$ cat src/hw/rtl/fcr_pkg.sv
`timescale 1ns / 1ps
// ----------------------------------------------------------------------------
// fcr_pkg: shared types and constants of the floppy controller registers
// Item codes, register offsets, status bits and the control/status bundles
// that pass between the controller and the datapath.
// ----------------------------------------------------------------------------
package fcr_pkg;

	localparam logic [2:0] MODE_RD    = 3'd0;
	localparam logic [2:0] MODE_WR    = 3'd1;
	localparam logic [2:0] MODE_TICK  = 3'd2;
	localparam logic [2:0] MODE_FILL  = 3'd3;
	localparam logic [2:0] MODE_DRAIN = 3'd4;

	localparam logic [3:0] REG_CMD  = 4'd0;
	localparam logic [3:0] REG_TRK  = 4'd1;
	localparam logic [3:0] REG_SEC  = 4'd2;
	localparam logic [3:0] REG_DATA = 4'd3;
	localparam logic [3:0] REG_ID   = 4'd15;

	localparam logic [7:0] ID_VALUE    = 8'h10;
	localparam logic [7:0] UNKNOWN_REG = 8'hFF;

	localparam logic [7:0] ST_NOTREADY = 8'h80;
	localparam logic [7:0] ST_ERROR    = 8'h10;
	localparam logic [7:0] ST_DRQ      = 8'h02;
	localparam logic [7:0] ST_BUSY     = 8'h01;

	localparam logic [1:0] DIR_NONE = 2'd0;
	localparam logic [1:0] DIR_IN   = 2'd1;
	localparam logic [1:0] DIR_OUT  = 2'd2;

	localparam logic [1:0] KIND_NONE  = 2'd0;
	localparam logic [1:0] KIND_LOAD  = 2'd1;
	localparam logic [1:0] KIND_STORE = 2'd2;
	localparam logic [1:0] KIND_BADSEC = 2'd3;

	localparam logic [1:0] CFG_PRESENT = 2'd0;
	localparam logic [1:0] CFG_SPT     = 2'd1;
	localparam logic [1:0] CFG_TRACKS  = 2'd2;
	localparam logic [1:0] CFG_SIZE    = 2'd3;

	typedef struct packed {
		logic latch;
		logic exec;
		logic loop_step;
		logic mul1;
		logic mul2;
		logic out_load;
	} fcr_cmd_t;

	typedef struct packed {
		logic need_loop;
		logic need_locate;
		logic loop_done;
	} fcr_stat_t;

endpackage

$ cat src/hw/rtl/fcr_ctrl.sv
`timescale 1ns / 1ps
// ----------------------------------------------------------------------------
// fcr_ctrl: sequencer of the floppy controller registers
// Walks one item through decode, execute, head stepping and offset math.
// ----------------------------------------------------------------------------
module fcr_ctrl (
	input  logic              clk,
	input  logic              arst_n,
	input  logic              in_valid,
	output logic              in_ready,
	output logic              out_valid,
	input  logic              out_ready,
	input  fcr_pkg::fcr_stat_t stat,
	output fcr_pkg::fcr_cmd_t  cmd
);

	localparam logic [2:0] S_IDLE   = 3'd0;
	localparam logic [2:0] S_DECODE = 3'd1;
	localparam logic [2:0] S_EXEC   = 3'd2;
	localparam logic [2:0] S_LOOP   = 3'd3;
	localparam logic [2:0] S_MUL1   = 3'd4;
	localparam logic [2:0] S_MUL2   = 3'd5;
	localparam logic [2:0] S_FINISH = 3'd6;

	logic [2:0] state_q, state_d;
	logic       out_valid_q;
	logic       slot_free;

	assign in_ready  = (state_q == S_IDLE);
	assign out_valid = out_valid_q;
	assign slot_free = !out_valid_q || out_ready;

	always_comb begin
		state_d = state_q;
		cmd     = '0;
		case (state_q)
			S_IDLE: begin
				if (in_valid) begin
					cmd.latch = 1'b1;
					state_d   = S_DECODE;
				end
			end
			S_DECODE: state_d = S_EXEC;
			S_EXEC: begin
				cmd.exec = 1'b1;
				if (stat.need_loop) state_d = S_LOOP;
				else if (stat.need_locate) state_d = S_MUL1;
				else state_d = S_FINISH;
			end
			S_LOOP: begin
				cmd.loop_step = 1'b1;
				if (stat.loop_done) state_d = S_FINISH;
			end
			S_MUL1: begin
				cmd.mul1 = 1'b1;
				state_d  = S_MUL2;
			end
			S_MUL2: begin
				cmd.mul2 = 1'b1;
				state_d  = S_FINISH;
			end
			S_FINISH: begin
				if (slot_free) begin
					cmd.out_load = 1'b1;
					state_d      = S_IDLE;
				end
			end
			default: state_d = S_IDLE;
		endcase
	end

	always_ff @(posedge clk or negedge arst_n) begin
		if (!arst_n) begin
			state_q     <= S_IDLE;
			out_valid_q <= 1'b0;
		end else begin
			state_q <= state_d;
			if (cmd.out_load) out_valid_q <= 1'b1;
			else if (out_ready) out_valid_q <= 1'b0;
		end
	end

	a_load_only_when_free: assert property (@(posedge clk) disable iff (!arst_n)
		cmd.out_load |-> slot_free)
		else $error("result loaded over a pending beat");
	a_accept_leaves_idle: assert property (@(posedge clk) disable iff (!arst_n)
		(in_valid && in_ready) |=> !in_ready)
		else $error("second item accepted while one is in work");
	a_loaded_is_valid: assert property (@(posedge clk) disable iff (!arst_n)
		cmd.out_load |=> out_valid_q)
		else $error("loaded result not presented");

endmodule

$ cat config.mk
export PLATFORM = sky130hd
export DESIGN_NAME = fcr_ctrl
export DESIGN_NICKNAME = d
export VERILOG_FILES = /design/src/hw/rtl/fcr_pkg.sv /design/src/hw/rtl/fcr_ctrl.sv
export SDC_FILE = /design/constraint.sdc
export NUM_CORES = 1
export LEC_CHECK = 0
export ABC_AREA = 1
export BUFFER_PORTS_ARGS = -buffer_cell sky130_fd_sc_hd__buf_2
export CORE_AREA = 2 2 39 41
export CTS_CLUSTER_DIAMETER = 150
export CTS_CLUSTER_SIZE = 16
export DETAILED_ROUTE_END_ITERATION = 12
export DIE_AREA = 0 0 41 43
export PLACE_DENSITY_LB_ADDON = 0.12
export SYNTH_ARGS = -nofsm -noshare
export SYNTH_HDL_FRONTEND = slang
export SYNTH_SLANG_ARGS = --single-unit
$ cat constraint.sdc
create_clock -name clk -period 1.45 [get_ports clk]
set_input_delay 0.2175 -clock clk [delete_from_list [all_inputs] [get_ports clk]]
set_output_delay 0.2175 -clock clk [all_outputs]
set_load 0.01 [all_outputs]
Word-level counts from Yosys, hierarchy flattened
Cells that the tools add are included.
Widths: inputs -> output; s select.
{"block": "totals", "ff_bits": 4, "in_bits": 7, "out_inout_bits": 8, "elab_cells": 32}
{"block": "classes", "eq_ne": 9, "muxes": 16, "n_reduce_logical": 5}
{"cell": "$pmux 3 s7", "count": 1}
{"cell": "$mux 3", "count": 4}
{"cell": "$mux 1", "count": 10}
{"cell": "$eq 3x3->1 const B", "count": 3}
{"cell": "$eq 3x2->1 const B", "count": 2}
{"cell": "$ne 2x2->1 const B", "count": 3}
{"cell": "$eq 3x1->1 const B", "count": 1}
{"cell": "$logic_not 3->1", "count": 1}
{"cell": "$reduce_and 3->1", "count": 1}
{"cell": "$mux 2", "count": 1}
{"cell": "$reduce_bool 2->1", "count": 1}
{"cell": "$logic_not 1->1", "count": 1}
{"cell": "$logic_or 1x1->1", "count": 1}

Logic depth before layout (Yosys ltp)
Gate-level depths: netlist of the first run.
{"block": "depth", "ltp_word": 5, "ltp_mapped": 8, "ltp_nobuf": 7}

Least setup slack after synthesis of the first run
No wires, ideal clock.
{"block": "synth_timing", "kind": "register to output", "start": "register state_q[0]", "end": "output port cmd[5] (netlist name)", "t_arrival_ns": 0.945, "t_required_ns": 1.233, "path_slack_ns": 0.288, "stages_incl_launch_ff": 5, "path_buffers": 1, "path_cell_list": "dfrtp_1 > buf_6 > nor2_2 > inv_2 > nor3_1"}
{"element": "start: declaration", "line_no": "fcr_ctrl.sv:25", "source": "logic [2:0] state_q, state_d;"}
{"element": "start signal: assignment", "line_no": "fcr_ctrl.sv:77", "source": "state_q <= state_d;"}
{"element": "end: declaration", "line_no": "fcr_ctrl.sv:14", "source": "output fcr_pkg::fcr_cmd_t cmd"}

==> flow_summary.yaml, run 1 <==
flow_run:
  drv_cap: 0
worst_setup_path:
  r2r-start: "state_q[0]"
  crit_arrival_ns: 1.19
  cp_max_fo: 5
  r2r_cells: 6
  worstSetupEndpointType: "output port"
  crit_type: "register to output port"
  slowest_delay_ns: 0.46
  cpMaxStageDelayCell: "dfrtp_2"
  worstPathCellList: "buf_4 > nor3_1 > buf_2"
  critPathLaunchType: "register"
  worstPathRequired_ns: 1.23
  r2r_end: "state_q[1]"
  r2r_slack_ns: 0.23
  cp_top_family: "flip-flops"
  path_buf_inv: 2
synth:
  synth-seq-cells: 4
  synth_edf_count: 0
  yosys_warnings: 0
  synthTopCellsByCount: "nand2_1, inv_1, nor2_1"
  syn_area_per_cell_sq_um: 6.61
  synth_top_cell_by_area: "dfrtp_1"
  synth_area_leaders: "dfrtp_1, nand2_1, inv_1"
  yosysSeqAreaShare: 0.303
  async_reset_ff_frac: 1.00
  yosysTopAreaCellShare: 0.303
  synth_area_sq_um: 330
  netlist_instances: 50
  synthFlopType: "dfrtp_1"
  synth.most_common_cell: "nand2_1"
  synthesis.nets: 57
  ys_types: 15
global_routing:
  grt_antenna_before_repair: 0
  grt_pass1_wl_um: 1260
  grtUsageTotal: 0.120
  grt_overflow: 0
  grt_max_degree: 10
  grt_pass1_vias: 310
layout:
  drive_above_1_share: 0.479
  antenna_cells: 0
  multi_input_area_sq_um: 179
  nets: 80
  fillers: 160
  area_growth_pct: 44.3
  seq_area_sq_um: 104
timing:
  rsz0062_at_grt: "false"
  max_slew.worst_pin.slew_ns: 0.273
  timing.hold.ws_ns: 0.175
  finalHoldViolCount: 0
  fin_crit_ns: 1.41
  timing.fmax_ghz: 0.709
  relSlewSlack: 0.817
  skew_ns: 0.00307
  setup_viol: 0
  finalSetupTns_ns: 0
  slew_viol_final: 0
  min_period_over_period: 0.972
die:
  io_pins: 15
  rows: 14
  die_h_um: 43
  core_region_area_sq_um: 1380
  start_util: 0.239
  die_width_um: 41
  die_area_sq_um: 1760
clocking:
  cts_buffers: 3
  clk_pin_slew_ns: 0.04
  clk-insertion-delay-late_ns: 0.25
  cts_max_level: 1
  cts_sinks: 4
  clock_path_buffers: 2
  cts_tree: "done"
  root_buffer: "clkbuf_4"
place:
  portBuffers: 14
  hpwl_um: 623
  gp_congestion: 0.693
min_path:
  hold_class: "input port to register"
  hp-start: "out_ready"
  min_to: "out_valid"
  min_path_cells: 2
power_and_ir_drop:
  power_uw: 1030
  ir_drop_uv: 695
  p_leak_uw: 0.000276
  powerDensity_nw_per_um2: 2150
drt:
  wl_per_cell_um: 9.52
  drcViolationCount: 0
  routed_wl_um: 828
  drt-vias-per-instance: 4.37
  drtAntennaViolNets: 0
  dr_total_vias: 380
  first_iter_violations: 9
  first_pass_iters: 4
outcome:
  status: "completed"
## cell type report
type                            instances  area share
Tap cell                               16      0.0420
Clock buffer                            3      0.0472
Inverter                                9      0.0709
Timing Repair Buffer                   20       0.247
Multi-Input combinational cell         35       0.375
Sequential cell                         4       0.218
## worst reg2reg max path: stages, from the launching register on
cell	delay, ns
dfrtp_2	0.45
buf_4	0.14
nand2_1	0.07
nor3_2	0.23
nor2_2	0.08
nand2_1	0.07
nand2_1	0.05
## per-layer routing
metal	vias to the layer above	GRT usage	wire (um)
li1	194	-	-
met1	168	0.130	358
met2	13	0.153	372
met3	5	0.0471	53
met4	0	0.140	44
met5	-	0	0
## state kept, by name, indices dropped and copies added, names as in the netlist
register   flops
state_q        3
out_valid      1
## report_power, final
| group | switching (uW) | internal [uW] | total (uW) |
|---|---|---|---|
| Combinational | 336 | 275 | 612 |
| Sequential | 88.3 | 177 | 265 |
| Clock | 55.5 | 93.2 | 149 |
## cell families after synthesis
| logic type | synth area share |
|---|---|
| AND/OR/NAND/NOR | 0.458 |
| flip-flops | 0.303 |
| AO/OA/AOI/OAI | 0.0682 |
| buffers and inverters | 0.170 |
## stage by stage
stage	cells	setup slack (ns)	instance area, sq um	utilization
floorplan	50	0.288	330	-
global placement	78	0.162	398	0.288
detailed placement	78	0.179	398	0.288
CTS	82	0.00216	438	0.316
global route	87	0.00142	477	0.344
finish	87	0.0403	477	0.344
## repair_timing
item / in CTS / in global routing
resized for setup: 3 / 1
hold buffers: 1 / 0
pin swaps: 0 / 1
buffers inserted: 0 / 5
endpoints found under the hold margin: 4 / 0
cloned: 0 / 0
setup endpoints to repair: 3 / 2
## worst max-delay path by stage
stage               startpoint         end  cells after the start
floorplan           state_q[0]      cmd[5]                      4
CTS                 state_q[0]      cmd[5]                      4
global route        state_q[1]      cmd[5]                      4
detailed placement  state_q[0]  state_q[1]                      5
global placement    state_q[0]      cmd[5]                      4
finish              state_q[0]      cmd[4]                      3
## placed cells by master, fill, tap and decap left out
master | Yosys | final
a21oi_1 | 2 | 2
buf_2 | 0 | 14
buf_4 | 0 | 5
clkbuf_4 | 0 | 3
dfrtp_1 | 4 | 1
dfrtp_2 | 0 | 3
dlygate4sd3_1 | 0 | 1
inv_1 | 8 | 8
inv_2 | 1 | 1
nand2_1 | 10 | 10
nand2_2 | 3 | 3
nand3_1 | 3 | 3
nor2_1 | 8 | 8
nor2_2 | 3 | 2
nor2_4 | 1 | 2
nor3_1 | 2 | 2
nor3_2 | 1 | 1
o21a_1 | 1 | 1
o21ai_0 | 1 | 1
No activity file was read; power rests on OpenSTA's default activity.
==> inputs of run 2 (changes only) <==
RECOVER_POWER = 50   (was default)
==> run 2 against run 1 <==
Wire length is 0.12% higher; critical path depth stayed put; hold slack worse by 0.00065 ns; die area did not move; total power decreased by 0.22%; sequential cell count unchanged; sequential share of layout area increased by 0.11 points; via count increased by 0.26%; cell area fell by 0.52%; fmax fell by 0.11%; clock skew rose by 0.0014 ns; critical path type unchanged; largest power group unchanged.
==> flow_summary.yaml, run 2 (synthesis results as in run 1) <==
outcome:
  status: "completed"
worst_setup_path:
  worstSetupEndpointType: "output port"
  crit_arrival_ns: 1.19
  r2r_cells: 6
  crit_type: "register to output port"
  worstPathRequired_ns: 1.23
  r2r_slack_ns: 0.23
  r2r_end: "state_q[1]"
  cp_max_fo: 5
  r2r-start: "state_q[0]"
  critPathLaunchType: "register"
clocking:
  clock_path_buffers: 2
  cts_tree: "done"
  cts_max_level: 1
  clk_pin_slew_ns: 0.04
  root_buffer: "clkbuf_4"
  clk-insertion-delay-late_ns: 0.25
  cts_buffers: 3
  cts_sinks: 4
drt:
  drcViolationCount: 0
  drtAntennaViolNets: 0
  wl_per_cell_um: 9.53
  drt-vias-per-instance: 4.38
  first_pass_iters: 2
  dr_total_vias: 381
  routed_wl_um: 829
  first_iter_violations: 9
timing:
  skew_ns: 0.00444
  setup_viol: 0
  finalHoldViolCount: 0
  relSlewSlack: 0.816
  fin_crit_ns: 1.41
  finalSetupTns_ns: 0
  max_slew.worst_pin.slew_ns: 0.274
  slew_viol_final: 0
  timing.fmax_ghz: 0.709
  rsz0062_at_grt: "false"
  min_period_over_period: 0.973
global_routing:
  grtUsageTotal: 0.120
  grt_max_degree: 10
  grt_overflow: 0
  grt_pass1_wl_um: 1260
  grt_antenna_before_repair: 0
  grt_pass1_vias: 310
layout:
  final_common_cell: "buf_2"
  seq_area_sq_um: 104
  antenna_cells: 0
  largest_register: "state_q"
  multi_input_area_sq_um: 179
  nets: 80
  largest_reg_flops: 3
  area_growth_pct: 43.6
  fin_cells: 87
  fillers: 162
  drive_above_1_share: 0.451
  layout_common_cells: "buf_2, nand2_1, nor2_1, inv_1, buf_4"
place:
  portBuffers: 14
  hpwl_um: 623
  gp_congestion: 0.693
  place_inst: 78
power_and_ir_drop:
  powerDensity_nw_per_um2: 2160
  net-switching-power_uw: 482
  pwr-share-seq: 0.259
  clockPowerShare: 0.147
  p_leak_uw: 0.000269
  internal_power_uw: 542
  ir_drop_uv: 691
  power_switching_share: 0.471
  p_comb_frac: 0.595
min_path:
  hold_class: "input port to register"
  min_path_cells: 2
  min_to: "out_valid"
  hp-start: "out_ready"
die:
  die_area_sq_um: 1760
  rows: 14
  start_util: 0.239
  die_width_um: 41
  core_region_area_sq_um: 1380
  die_h_um: 43
  io_pins: 15
flow_run:
  drv_cap: 0
[run 2: cell count changes in the layout (fill, tap and decap cells not counted)]
cell,delta
buf_2,-2
clkbuf_1,+2
[run 2: routing by layer]
layer	global-route usage	part of all wire
met5	0	0
met4	0.140	0.049
met3	0.0471	0.059
met2	0.153	0.46
met1	0.130	0.43
[run 2: how the worst max path moves through the flow]
| stage | slack (ns) | end | from |
|---|---|---|---|
| floorplan | 0.29 | cmd[5] | state_q[0] |
| global placement | 0.16 | cmd[5] | state_q[0] |
| detailed placement | 0.18 | state_q[1] | state_q[0] |
| CTS | 0.002 | cmd[5] | state_q[0] |
| global route | 0.001 | cmd[5] | state_q[1] |
| finish | 0.04 | cmd[4] | state_q[0] |
[run 2: layout make-up]
cell class / count / area share
clock buffers: 3 / 0.0475
well taps: 16 / 0.0422
multi-input cells: 35 / 0.377
repair buffers: 20 / 0.243
flip-flops and latches: 4 / 0.219
inverters: 9 / 0.0712
[run 2: power groups by stage]
stage          Clock, uW  Sequential (uW)  Combinational (uW)
6_report             150              265                 609
5_1_grt              160              273                 691
4_1_cts              150              291                 497
3_5_place_dp           0              276                 487
3_3_place_gp           0              275                 500
2_1_floorplan          0              211                 443
[run 2: timing repair]
action / 4_1_cts / 5_1_grt
setup endpoints to repair: 3 / 2
cloned: 0 / 0
buffers inserted: 0 / 5
hold buffers: 1 / 0
pin swaps: 0 / 1
endpoints found under the hold margin: 4 / 0
gates resized for setup: 3 / 1
[run 2: per-stage QoR]
step / utilization / area, sq um / hold WS [ns] / power (uW) / worst slack (ns)
after floorplan: - / 330 / -0.0781 / 654 / 0.288
after global placement: 0.288 / 398 / 0.0251 / 775 / 0.162
after detailed placement: 0.288 / 398 / 0.0282 / 763 / 0.179
after CTS: 0.316 / 438 / 0.181 / 938 / 0.00216
after global routing: 0.343 / 474 / 0.200 / 1120 / 0.00142
final: 0.343 / 474 / 0.174 / 1020 / 0.0387
[run 2: critical path, cell delays in order, from the launching register on]
cell	delay, ns
dfrtp_2	0.46
buf_4	0.17
nor3_1	0.16
buf_2	0.15
